**config.mk**
```make
export PLATFORM = sky130hd
export DESIGN_NAME = fir_filter_direct_form_flat
export DESIGN_NICKNAME = d
export VERILOG_FILES = /design/src/rtl/core/fir_pkg.sv /design/src/rtl/core/fir_if.sv /design/src/rtl/core/fir_filter_direct_form.sv /design/src/rtl/core/fir_ram.sv /design/src/rtl/core/fir_mac.sv /design/src/flat_wrapper.sv
export SDC_FILE = /design/constraint.sdc
export NUM_CORES = 2
export LEC_CHECK = 0
export BUFFER_PORTS_ARGS = -buffer_cell sky130_fd_sc_hd__clkbuf_2
export CORE_MARGIN = 4
export CORE_UTILIZATION = 30
export CTS_CLUSTER_SIZE = 8
export DETAILED_ROUTE_END_ITERATION = 10
export PLACE_DENSITY = 0.56
export RECOVER_POWER = 25
export REMOVE_ABC_BUFFERS = 1
export SYNTH_ARGS = -nofsm -noshare
export SYNTH_HDL_FRONTEND = slang
export SYNTH_SLANG_ARGS = --single-unit
```
**constraint.sdc**
```tcl
create_clock -name clk -period 7 [get_ports clk]
set_input_delay 0.7 -clock clk [delete_from_list [all_inputs] [get_ports clk]]
set_output_delay 0.7 -clock clk [all_outputs]
set_load 0.005 [all_outputs]
```
**src/rtl/core/fir_pkg.sv**
```systemverilog
// Package for the direct-form FIR filter: sizes, payload types and item codes.
// No dependencies. Every other file in rtl/core but fir_ram uses it by scoped names.
package fir_pkg;

    localparam int TAPS        = 64;
    localparam int SAMPLE_BITS = 16;
    localparam int TAP_BITS    = (TAPS > 1) ? $clog2(TAPS) : 1;
    localparam int INDEX_BITS  = 6;
    localparam int FRAC_BITS   = SAMPLE_BITS - 1;
    localparam int PROD_BITS   = 2 * SAMPLE_BITS;
    localparam int ACC_BITS    = 2 * SAMPLE_BITS + TAP_BITS;

    typedef logic signed [SAMPLE_BITS-1:0] sample_t;
    typedef logic [TAP_BITS-1:0]           tap_addr_t;
    typedef logic [INDEX_BITS-1:0]         tap_index_t;
    typedef logic signed [PROD_BITS-1:0]   prod_t;
    typedef logic signed [ACC_BITS-1:0]    acc_t;

    // item kind codes
    localparam logic KIND_SAMPLE = 1'b0;
    localparam logic KIND_COEF   = 1'b1;

    // control that travels alongside one operand pair into the MAC
    typedef struct packed {
        logic valid;
        logic first;
        logic last;
    } mac_ctl_t;

endpackage

```
**src/rtl/core/fir_if.sv**
```systemverilog
// Channel interfaces for the FIR filter: sample/coefficient input and result output.
// Depends on fir_pkg for payload types.
interface fir_in_if;
    logic                valid;
    logic                ready;
    logic                kind;
    fir_pkg::sample_t    sample_in;
    fir_pkg::tap_index_t tap_index;
    fir_pkg::sample_t    tap_value;

    modport source (output valid, kind, sample_in, tap_index, tap_value, input ready);
    modport sink   (input valid, kind, sample_in, tap_index, tap_value, output ready);
endinterface

interface fir_out_if;
    logic             valid;
    logic             ready;
    fir_pkg::sample_t filtered_sample;

    modport source (output valid, filtered_sample, input ready);
    modport sink   (input valid, filtered_sample, output ready);
endinterface

```
**src/rtl/core/fir_filter_direct_form.sv**
```systemverilog
// Top level of the 64-tap direct-form FIR filter: sequencer, delay-line and
// coefficient RAMs, shared MAC. Depends on fir_pkg, fir_if, fir_ram, fir_mac.
//
//  channel | dir | payload                                      | handshake
//  --------+-----+----------------------------------------------+-------------
//  in_ch   | in  | kind, sample_in, tap_index, tap_value         | valid/ready
//  out_ch  | out | filtered_sample                              | valid/ready
//
// Coefficient item: taken with no result; ready stays high.
// Sample item: the sequencer issues every tap to the single MAC in ST_RUN,
//   waits in ST_DRAIN for RAM read, product and accumulate, loads the output
//   register in ST_OUT and returns to ST_IDLE; no new item is taken before then.
// Reset (rst_n, async, low) zeroes the delay line via per-slot valid bits;
//   coefficients are undefined until written.
// A finished result waits in the output register; the next item is accepted
//   meanwhile, and the sequencer holds only if a new result finds it still full.
module fir_filter_direct_form (
    input  logic     clk,
    input  logic     rst_n,
    fir_in_if.sink   in_ch,
    fir_out_if.source out_ch
);

    typedef enum logic [1:0] {
        ST_IDLE,
        ST_RUN,
        ST_DRAIN,
        ST_OUT
    } state_t;

    localparam fir_pkg::tap_addr_t LAST_TAP = fir_pkg::tap_addr_t'(fir_pkg::TAPS - 1);

    state_t             state_reg;
    fir_pkg::tap_addr_t k_reg;       // coefficient index being issued
    fir_pkg::tap_addr_t slot_reg;    // delay-line slot matching k_reg
    fir_pkg::tap_addr_t pos_reg;     // slot of newest sample
    logic [fir_pkg::TAPS-1:0] dvalid_reg;  // slot written since reset
    logic               out_valid_reg;
    fir_pkg::sample_t   out_data_reg;

    fir_pkg::mac_ctl_t  ctl_issue;
    fir_pkg::mac_ctl_t  ctl_q_reg;   // aligned with RAM read data
    logic               dvalid_q_reg;

    logic               in_acc;
    logic               push;
    logic               coef_we;
    fir_pkg::tap_addr_t pos_inc;
    fir_pkg::sample_t   coef_rd;
    fir_pkg::sample_t   delay_rd;
    fir_pkg::sample_t   delay_masked;
    logic               mac_done;
    fir_pkg::sample_t   mac_result;
    logic               out_free;

    assign in_ch.ready = (state_reg == ST_IDLE);
    assign in_acc      = in_ch.valid & in_ch.ready;
    assign push        = in_acc & (in_ch.kind == fir_pkg::KIND_SAMPLE);
    // writes beyond the store are dropped
    assign coef_we     = in_acc & (in_ch.kind == fir_pkg::KIND_COEF)
                         & (int'(in_ch.tap_index) < fir_pkg::TAPS);
    assign pos_inc     = (pos_reg == LAST_TAP) ? '0 : pos_reg + 1'b1;
    assign out_free    = ~out_valid_reg | out_ch.ready;

    assign ctl_issue.valid = (state_reg == ST_RUN);
    assign ctl_issue.first = (k_reg == '0);
    assign ctl_issue.last  = (k_reg == LAST_TAP);

    fir_ram #(
        .WIDTH (fir_pkg::SAMPLE_BITS),
        .DEPTH (fir_pkg::TAPS)
    ) u_coef_ram (
        .clk   (clk),
        .we    (coef_we),
        .waddr (fir_pkg::tap_addr_t'(in_ch.tap_index)),
        .wdata (in_ch.tap_value),
        .raddr (k_reg),
        .rdata (coef_rd)
    );

    fir_ram #(
        .WIDTH (fir_pkg::SAMPLE_BITS),
        .DEPTH (fir_pkg::TAPS)
    ) u_delay_ram (
        .clk   (clk),
        .we    (push),
        .waddr (pos_inc),
        .wdata (in_ch.sample_in),
        .raddr (slot_reg),
        .rdata (delay_rd)
    );

    // unwritten delay slots read as zero
    assign delay_masked = dvalid_q_reg ? delay_rd : '0;

    fir_mac u_mac (
        .clk    (clk),
        .rst_n  (rst_n),
        .ctl    (ctl_q_reg),
        .coef   (coef_rd),
        .data   (delay_masked),
        .done   (mac_done),
        .result (mac_result)
    );

    always_ff @(posedge clk or negedge rst_n)
    begin
        if (!rst_n)
        begin
            state_reg     <= ST_IDLE;
            k_reg         <= '0;
            slot_reg      <= '0;
            pos_reg       <= '0;
            dvalid_reg    <= '0;
            out_valid_reg <= 1'b0;
            out_data_reg  <= '0;
            ctl_q_reg     <= '0;
            dvalid_q_reg  <= 1'b0;
        end
        else
        begin
            ctl_q_reg    <= ctl_issue;
            dvalid_q_reg <= dvalid_reg[slot_reg];

            // in ST_OUT a taken result is replaced below instead
            if (out_valid_reg && out_ch.ready && state_reg != ST_OUT)
            begin
                out_valid_reg <= 1'b0;
            end

            case (state_reg)
                ST_IDLE:
                begin
                    if (push)
                    begin
                        pos_reg              <= pos_inc;
                        slot_reg             <= pos_inc;
                        dvalid_reg[pos_inc]  <= 1'b1;
                        k_reg                <= '0;
                        state_reg            <= ST_RUN;
                    end
                end
                ST_RUN:
                begin
                    k_reg    <= k_reg + 1'b1;
                    slot_reg <= (slot_reg == '0) ? LAST_TAP : slot_reg - 1'b1;
                    if (k_reg == LAST_TAP)
                    begin
                        state_reg <= ST_DRAIN;
                    end
                end
                ST_DRAIN:
                begin
                    if (mac_done)
                    begin
                        state_reg <= ST_OUT;
                    end
                end
                ST_OUT:
                begin
                    if (out_free)
                    begin
                        out_valid_reg <= 1'b1;
                        out_data_reg  <= mac_result;
                        state_reg     <= ST_IDLE;
                    end
                end
                default:
                begin
                    state_reg <= ST_IDLE;
                end
            endcase
        end
    end

    assign out_ch.valid           = out_valid_reg;
    assign out_ch.filtered_sample = out_data_reg;

    // MAC finishes only while the sequencer waits for it
    a_done_in_drain: assert property (@(posedge clk) disable iff (!rst_n)
        mac_done |-> state_reg == ST_DRAIN)
        else $error("MAC result outside drain phase");

    // last tap issued moves the sequencer to drain
    a_run_to_drain: assert property (@(posedge clk) disable iff (!rst_n)
        (state_reg == ST_RUN && k_reg == LAST_TAP) |=> state_reg == ST_DRAIN)
        else $error("sequencer did not leave run after last tap");

    // a taken result is not repeated unless a new one is loaded
    a_no_repeat: assert property (@(posedge clk) disable iff (!rst_n)
        (out_valid_reg && out_ch.ready && state_reg != ST_OUT) |=> !out_valid_reg)
        else $error("output item repeated");

endmodule

```
**src/rtl/core/fir_ram.sv**
```systemverilog
// Generic simple dual-port RAM: one write port, one read port, registered read data.
// No dependencies.
module fir_ram #(
    parameter int WIDTH = 16,
    parameter int DEPTH = 64
) (
    input  logic                             clk,
    input  logic                             we,
    input  logic [$clog2(DEPTH)-1:0]         waddr,
    input  logic [WIDTH-1:0]                 wdata,
    input  logic [$clog2(DEPTH)-1:0]         raddr,
    output logic [WIDTH-1:0]                 rdata
);

    logic [WIDTH-1:0] mem [DEPTH];

    always_ff @(posedge clk)
    begin
        if (we)
        begin
            mem[waddr] <= wdata;
        end
        rdata <= mem[raddr];
    end

endmodule

```
**src/rtl/core/fir_mac.sv**
```systemverilog
// Shared multiply-accumulate unit: registered product, then accumulate,
// then round-half-up and saturate. Depends on fir_pkg.
module fir_mac (
    input  logic              clk,
    input  logic              rst_n,
    input  fir_pkg::mac_ctl_t ctl,
    input  fir_pkg::sample_t  coef,
    input  fir_pkg::sample_t  data,
    output logic              done,
    output fir_pkg::sample_t  result
);

    localparam fir_pkg::acc_t ROUND_HALF =
        fir_pkg::acc_t'(64'sd1 <<< (fir_pkg::FRAC_BITS - 1));
    localparam fir_pkg::acc_t SAT_HI =
        fir_pkg::acc_t'((64'sd1 <<< (fir_pkg::SAMPLE_BITS - 1)) - 64'sd1);
    localparam fir_pkg::acc_t SAT_LO = -SAT_HI - fir_pkg::acc_t'(1);

    fir_pkg::prod_t    prod_reg;
    fir_pkg::mac_ctl_t pctl_reg;
    fir_pkg::acc_t     acc_reg;
    logic              done_reg;

    fir_pkg::acc_t rnd;
    fir_pkg::acc_t shf;

    always_ff @(posedge clk or negedge rst_n)
    begin
        if (!rst_n)
        begin
            pctl_reg <= '0;
            done_reg <= 1'b0;
        end
        else
        begin
            pctl_reg <= ctl;
            done_reg <= pctl_reg.valid & pctl_reg.last;
        end
    end

    always_ff @(posedge clk)
    begin
        prod_reg <= coef * data;
        if (pctl_reg.valid)
        begin
            if (pctl_reg.first)
            begin
                acc_reg <= fir_pkg::acc_t'(prod_reg);
            end
            else
            begin
                acc_reg <= acc_reg + fir_pkg::acc_t'(prod_reg);
            end
        end
    end

    // round to nearest, ties up, then clamp to the sample range
    always_comb
    begin
        rnd = acc_reg + ROUND_HALF;
        shf = rnd >>> fir_pkg::FRAC_BITS;
        if (shf > SAT_HI)
        begin
            result = fir_pkg::sample_t'(SAT_HI);
        end
        else if (shf < SAT_LO)
        begin
            result = fir_pkg::sample_t'(SAT_LO);
        end
        else
        begin
            result = fir_pkg::sample_t'(shf);
        end
    end

    assign done = done_reg;

endmodule

```
**src/flat_wrapper.sv**
```systemverilog
// flat-port wrapper written by rule: the top's interface ports become plain ports
module fir_filter_direct_form_flat 
  (clk, rst_n, in_ch_valid, in_ch_kind, in_ch_sample_in, in_ch_tap_index, in_ch_tap_value, in_ch_ready, out_ch_valid, out_ch_filtered_sample, out_ch_ready);
  fir_in_if in_ch_i ();
  fir_out_if out_ch_i ();
  input  logic clk;
  input  logic rst_n;
  input wire logic [$bits(in_ch_i.valid)-1:0] in_ch_valid;
  input wire logic [$bits(in_ch_i.kind)-1:0] in_ch_kind;
  input wire logic [$bits(in_ch_i.sample_in)-1:0] in_ch_sample_in;
  input wire logic [$bits(in_ch_i.tap_index)-1:0] in_ch_tap_index;
  input wire logic [$bits(in_ch_i.tap_value)-1:0] in_ch_tap_value;
  output wire logic [$bits(in_ch_i.ready)-1:0] in_ch_ready;
  output wire logic [$bits(out_ch_i.valid)-1:0] out_ch_valid;
  output wire logic [$bits(out_ch_i.filtered_sample)-1:0] out_ch_filtered_sample;
  input wire logic [$bits(out_ch_i.ready)-1:0] out_ch_ready;
  assign in_ch_i.valid = in_ch_valid;
  assign in_ch_i.kind = in_ch_kind;
  assign in_ch_i.sample_in = in_ch_sample_in;
  assign in_ch_i.tap_index = in_ch_tap_index;
  assign in_ch_i.tap_value = in_ch_tap_value;
  assign in_ch_ready = in_ch_i.ready;
  assign out_ch_valid = out_ch_i.valid;
  assign out_ch_filtered_sample = out_ch_i.filtered_sample;
  assign out_ch_i.ready = out_ch_ready;
  fir_filter_direct_form u_core (.clk(clk), .rst_n(rst_n), .in_ch(in_ch_i), .out_ch(out_ch_i));
endmodule
```
==> reports/qor.yml <==
status:
  status: "finished with violations"
  failed_checks: "max-capacitance violations, max-slew violations"
die:
  die_height_um: 580
  core-area_mm2: 0.325
  floorplan.io_pins: 61
  die_w_um: 580
  fp.dieArea_mm2: 0.336
  floorplan.initialDensity: 0.302
  row_count: 209
layout:
  nNetsFinal: 5979
  layout-area-overhead-vs-synth_pct: 16.0
  filler_cell_count: 30293
  highest_count_cells_in_the_layout_ignoring_fill_and_taps: "edfxtp_1, mux4_2, clkbuf_16, inv_1, fa_1"
  finalInstanceArea_mm2: 0.114
  layout.cells.most_common: "edfxtp_1"
  fraction_of_layout_instances_using_a_drive_strength_above_1: 0.257
  post_layout_nonfiller_instances: 10006
min_path:
  hold_class: "input port to flop"
synthesis:
  synth_flop_cell: "edfxtp_1"
  ys_seq_area_frac: 0.679
  syn_area_mm2: 0.0981
  yosysUniqueCellTypes: 86
  yosysWarnings: 0
  postSynthRegisterBits: 2259
  postSynthAreaPerCell_um2: 19.0
  synth_enable_flop_cells: 2086
  synthArstFlopShare: 0.0483
  synthesis.instances: 5174
pwr:
  max-vdd-ir-drop_mv: 0.276
  internal_power_mw: 31.0
  power.share.sequential: 0.357
  power.leakage_nw: 38.7
  finalPower_mw: 46.3
  portion_of_total_power_attributed_to_the_clock_network: 0.306
  sw_frac_of_total: 0.330
  netSwitchingPower_mw: 15.3
  cellPowerDensity_mw_per_mm2: 407
  power.combinational.fraction: 0.337
place:
  count_of_buffers_from_port_buffering: 60
  place_area_mm2: 0.105
  hpwlAfterDp_mm: 148
  dp_slack_ps: 147
  place.gp.congestion: 0.861
  placed_cells_incl_taps: 9542
detailed_routing:
  number_of_vias_after_detailed_routing: 49405
  detail_route.iter0.violations: 4710
  route.detailed.drc: 0
  drt.antenna.violating_nets: 0
  totalWireLength_mm: 244
  router_iterations_before_antenna_repair: 5
  drt-vias-per-instance: 4.94
  routed_wl_per_cell_um: 24.4
clocking:
  cts_made_buffers: 323
  cts.clk_slew.worst_paths_ps: 50
  clock_sink_count: 2259
  clk_latency_ps: 880
  max-clock-path-buffers: 4
  cts_tree: "yes"
  cts_htree_levels: 5
  cts.root.buffer_cell: "clkbuf_16"
critical_path:
  rrSetupSlack_ps: 340
  critical_path_fanout_max: 21
  worstPathBufferInverterCount: 3
  crit_path_cell_trace: "and2_1 > nand2_1 > inv_1 > fa_2 > fa_1 > fa_1 > fa_1 > fa_1 > inv_1 > fa_1 > inv_1 > ha_1 > a2111oi_0 > o21ai_0 > a211oi_2 > o21ai_1 > a41oi_2 > o2111ai_1 > a21oi_1 > xnor2_1"
  critPathLaunchType: "flop"
  timing.critical_path.slowest_cell_delay_ps: 710
  critPathMostFrequentCell: "fa_1"
  endpoint_kind: "flop"
  cp_data_arrival_time_ps: 7440
  setup_cp_type: "flop to flop"
  cp_data_required_time_ps: 7780
  timing.critical_path.max_delay_family: "adder cells"
  cp_slowest_cell: "fa_2"
global_routing:
  grt_overflow: 0
  grt_pass1_wl_mm: 360
  vias_in_the_first_global_route: 51875
  largest_net_degree_at_the_start_of_global_routing: 123
  grt_antenna_before_repair: 11
  combined_global_route_utilization_of_all_metal_layers: 0.142
sta:
  worst_slack_ps: 339
  endpoints_failing_hold: 0
  worst_relative_slew_slack: -1.17
  clock.fmax_mhz: 150
  report.final.slew_viol_count: 1756
  period_minus_slack_ps: 6660
  max_slew.worst_pin.slew_ps: 3260
  fin_worst_skew_ps: 48.2
  fin_crit_sh: 0.952
  setup_violation_total_in_the_final_timing_report: 0
flow_run:
  max_cap_viol_count: 27
==> tightest hold or removal path, cell delays in order <==
cell	delay [ps]
clkbuf_2	220
nand2b_1	160
nand2b_1	60
==> final timing paths <==
check / start / end / depth (start not counted)
worst max-delay path: u_core.dvalid_q_reg / u_core.u_mac.prod_reg[31] / 20
worst min-delay path: out_ch_ready / u_core.out_ch.valid / 3
worst max register to register: u_core.dvalid_q_reg / u_core.u_mac.prod_reg[31] / 20
worst min register to register: u_core.ctl_q_reg[0] / u_core.u_mac.pctl_reg[0] / 0
max in group asynchronous: rst_n / u_core.slot_reg[1] / 3
min in group asynchronous: rst_n / u_core.dvalid_reg[8] / 2
==> cell usage after synthesis, types with 18 or more instances <==
cell type	instances	area share
edfxtp_1	2086	0.64
mux4_2	648	0.15
inv_1	300	0.011
fa_1	263	0.054
nand2_1	232	0.0089
nor2_1	222	0.0085
clkbuf_1	158	0.0060
and3_1	139	0.0089
ha_1	129	0.016
dfrtp_1	109	0.028
o21ai_0	96	0.0049
a21oi_1	89	0.0045
or2_2	68	0.0043
dfxtp_1	64	0.013
buf_2	51	0.0026
mux2i_1	50	0.0051
nand3_1	49	0.0025
xnor2_1	49	0.0044
xor2_1	33	0.0029
buf_1	21	0.00080
mux2_2	18	0.0021
==> per-layer routing <==
metal	GRT usage	part of all wire	vias to the layer above	wire [um]
li1	-	-	21039	-
met1	0.201	0.44	26431	107000
met2	0.230	0.48	1551	117000
met3	0.0218	0.059	384	14300
met4	0.0386	0.026	0	6260
met5	0	0	-	0
==> cell type report <==
| class | count | area, um2 | area share |
|---|---|---|---|
| Clock inverter | 26 | 438 | 0.00385 |
| Multi-Input combinational cell | 2369 | 29400 | 0.259 |
| Sequential cell | 2259 | 66700 | 0.586 |
| Timing Repair Buffer | 291 | 2060 | 0.0181 |
| Inverter | 300 | 1130 | 0.00989 |
| Antenna cell | 5 | 12.5 | 0.000110 |
| Tap cell | 4325 | 5410 | 0.0475 |
| Clock buffer | 431 | 8650 | 0.0760 |
==> per-stage QoR <==
stage / TNS [ps] / hold slack (ps) / utilization
6_report: 0 / 321 / 0.350
3_3_place_gp: 0 / 332 / 0.323
2_1_floorplan: -227350 / 331 / -
5_1_grt: -2.01 / 319 / 0.350
3_5_place_dp: 0 / 337 / 0.323
4_1_cts: 0 / 312 / 0.351
==> power by group through the flow <==
stage          registers (mW)  logic, mW  clock network [mW]
4_1_cts                  16.5       15.9                14.5
2_1_floorplan            17.2       11.5                   0
6_report                 16.5       15.6                14.2
3_5_place_dp             16.8       15.8                   0
3_3_place_gp             16.8       15.7                   0
5_1_grt                  16.6       17.3                15.1
==> cell families after synthesis <==
| logic type | synth area share |
|---|---|
| multiplexers | 0.156 |
| AO/OA/AOI/OAI | 0.0235 |
| flip-flops | 0.679 |
| AND/OR/NAND/NOR | 0.0415 |
| buffers and inverters | 0.0223 |
| XOR/XNOR | 0.00732 |
| adder cells (fa/ha/maj) | 0.0701 |
==> timing repair <==
| item | 4_1_cts | 5_1_grt |
|---|---|---|
| resized for setup | 0 | 4 |
| endpoints found under the setup margin | 0 | 4 |
| hold buffers | 1 | 0 |
| setup buffers | 0 | 1 |
| hold endpoints to repair | 64 | 0 |
Power figures use the tool's default switching activity.
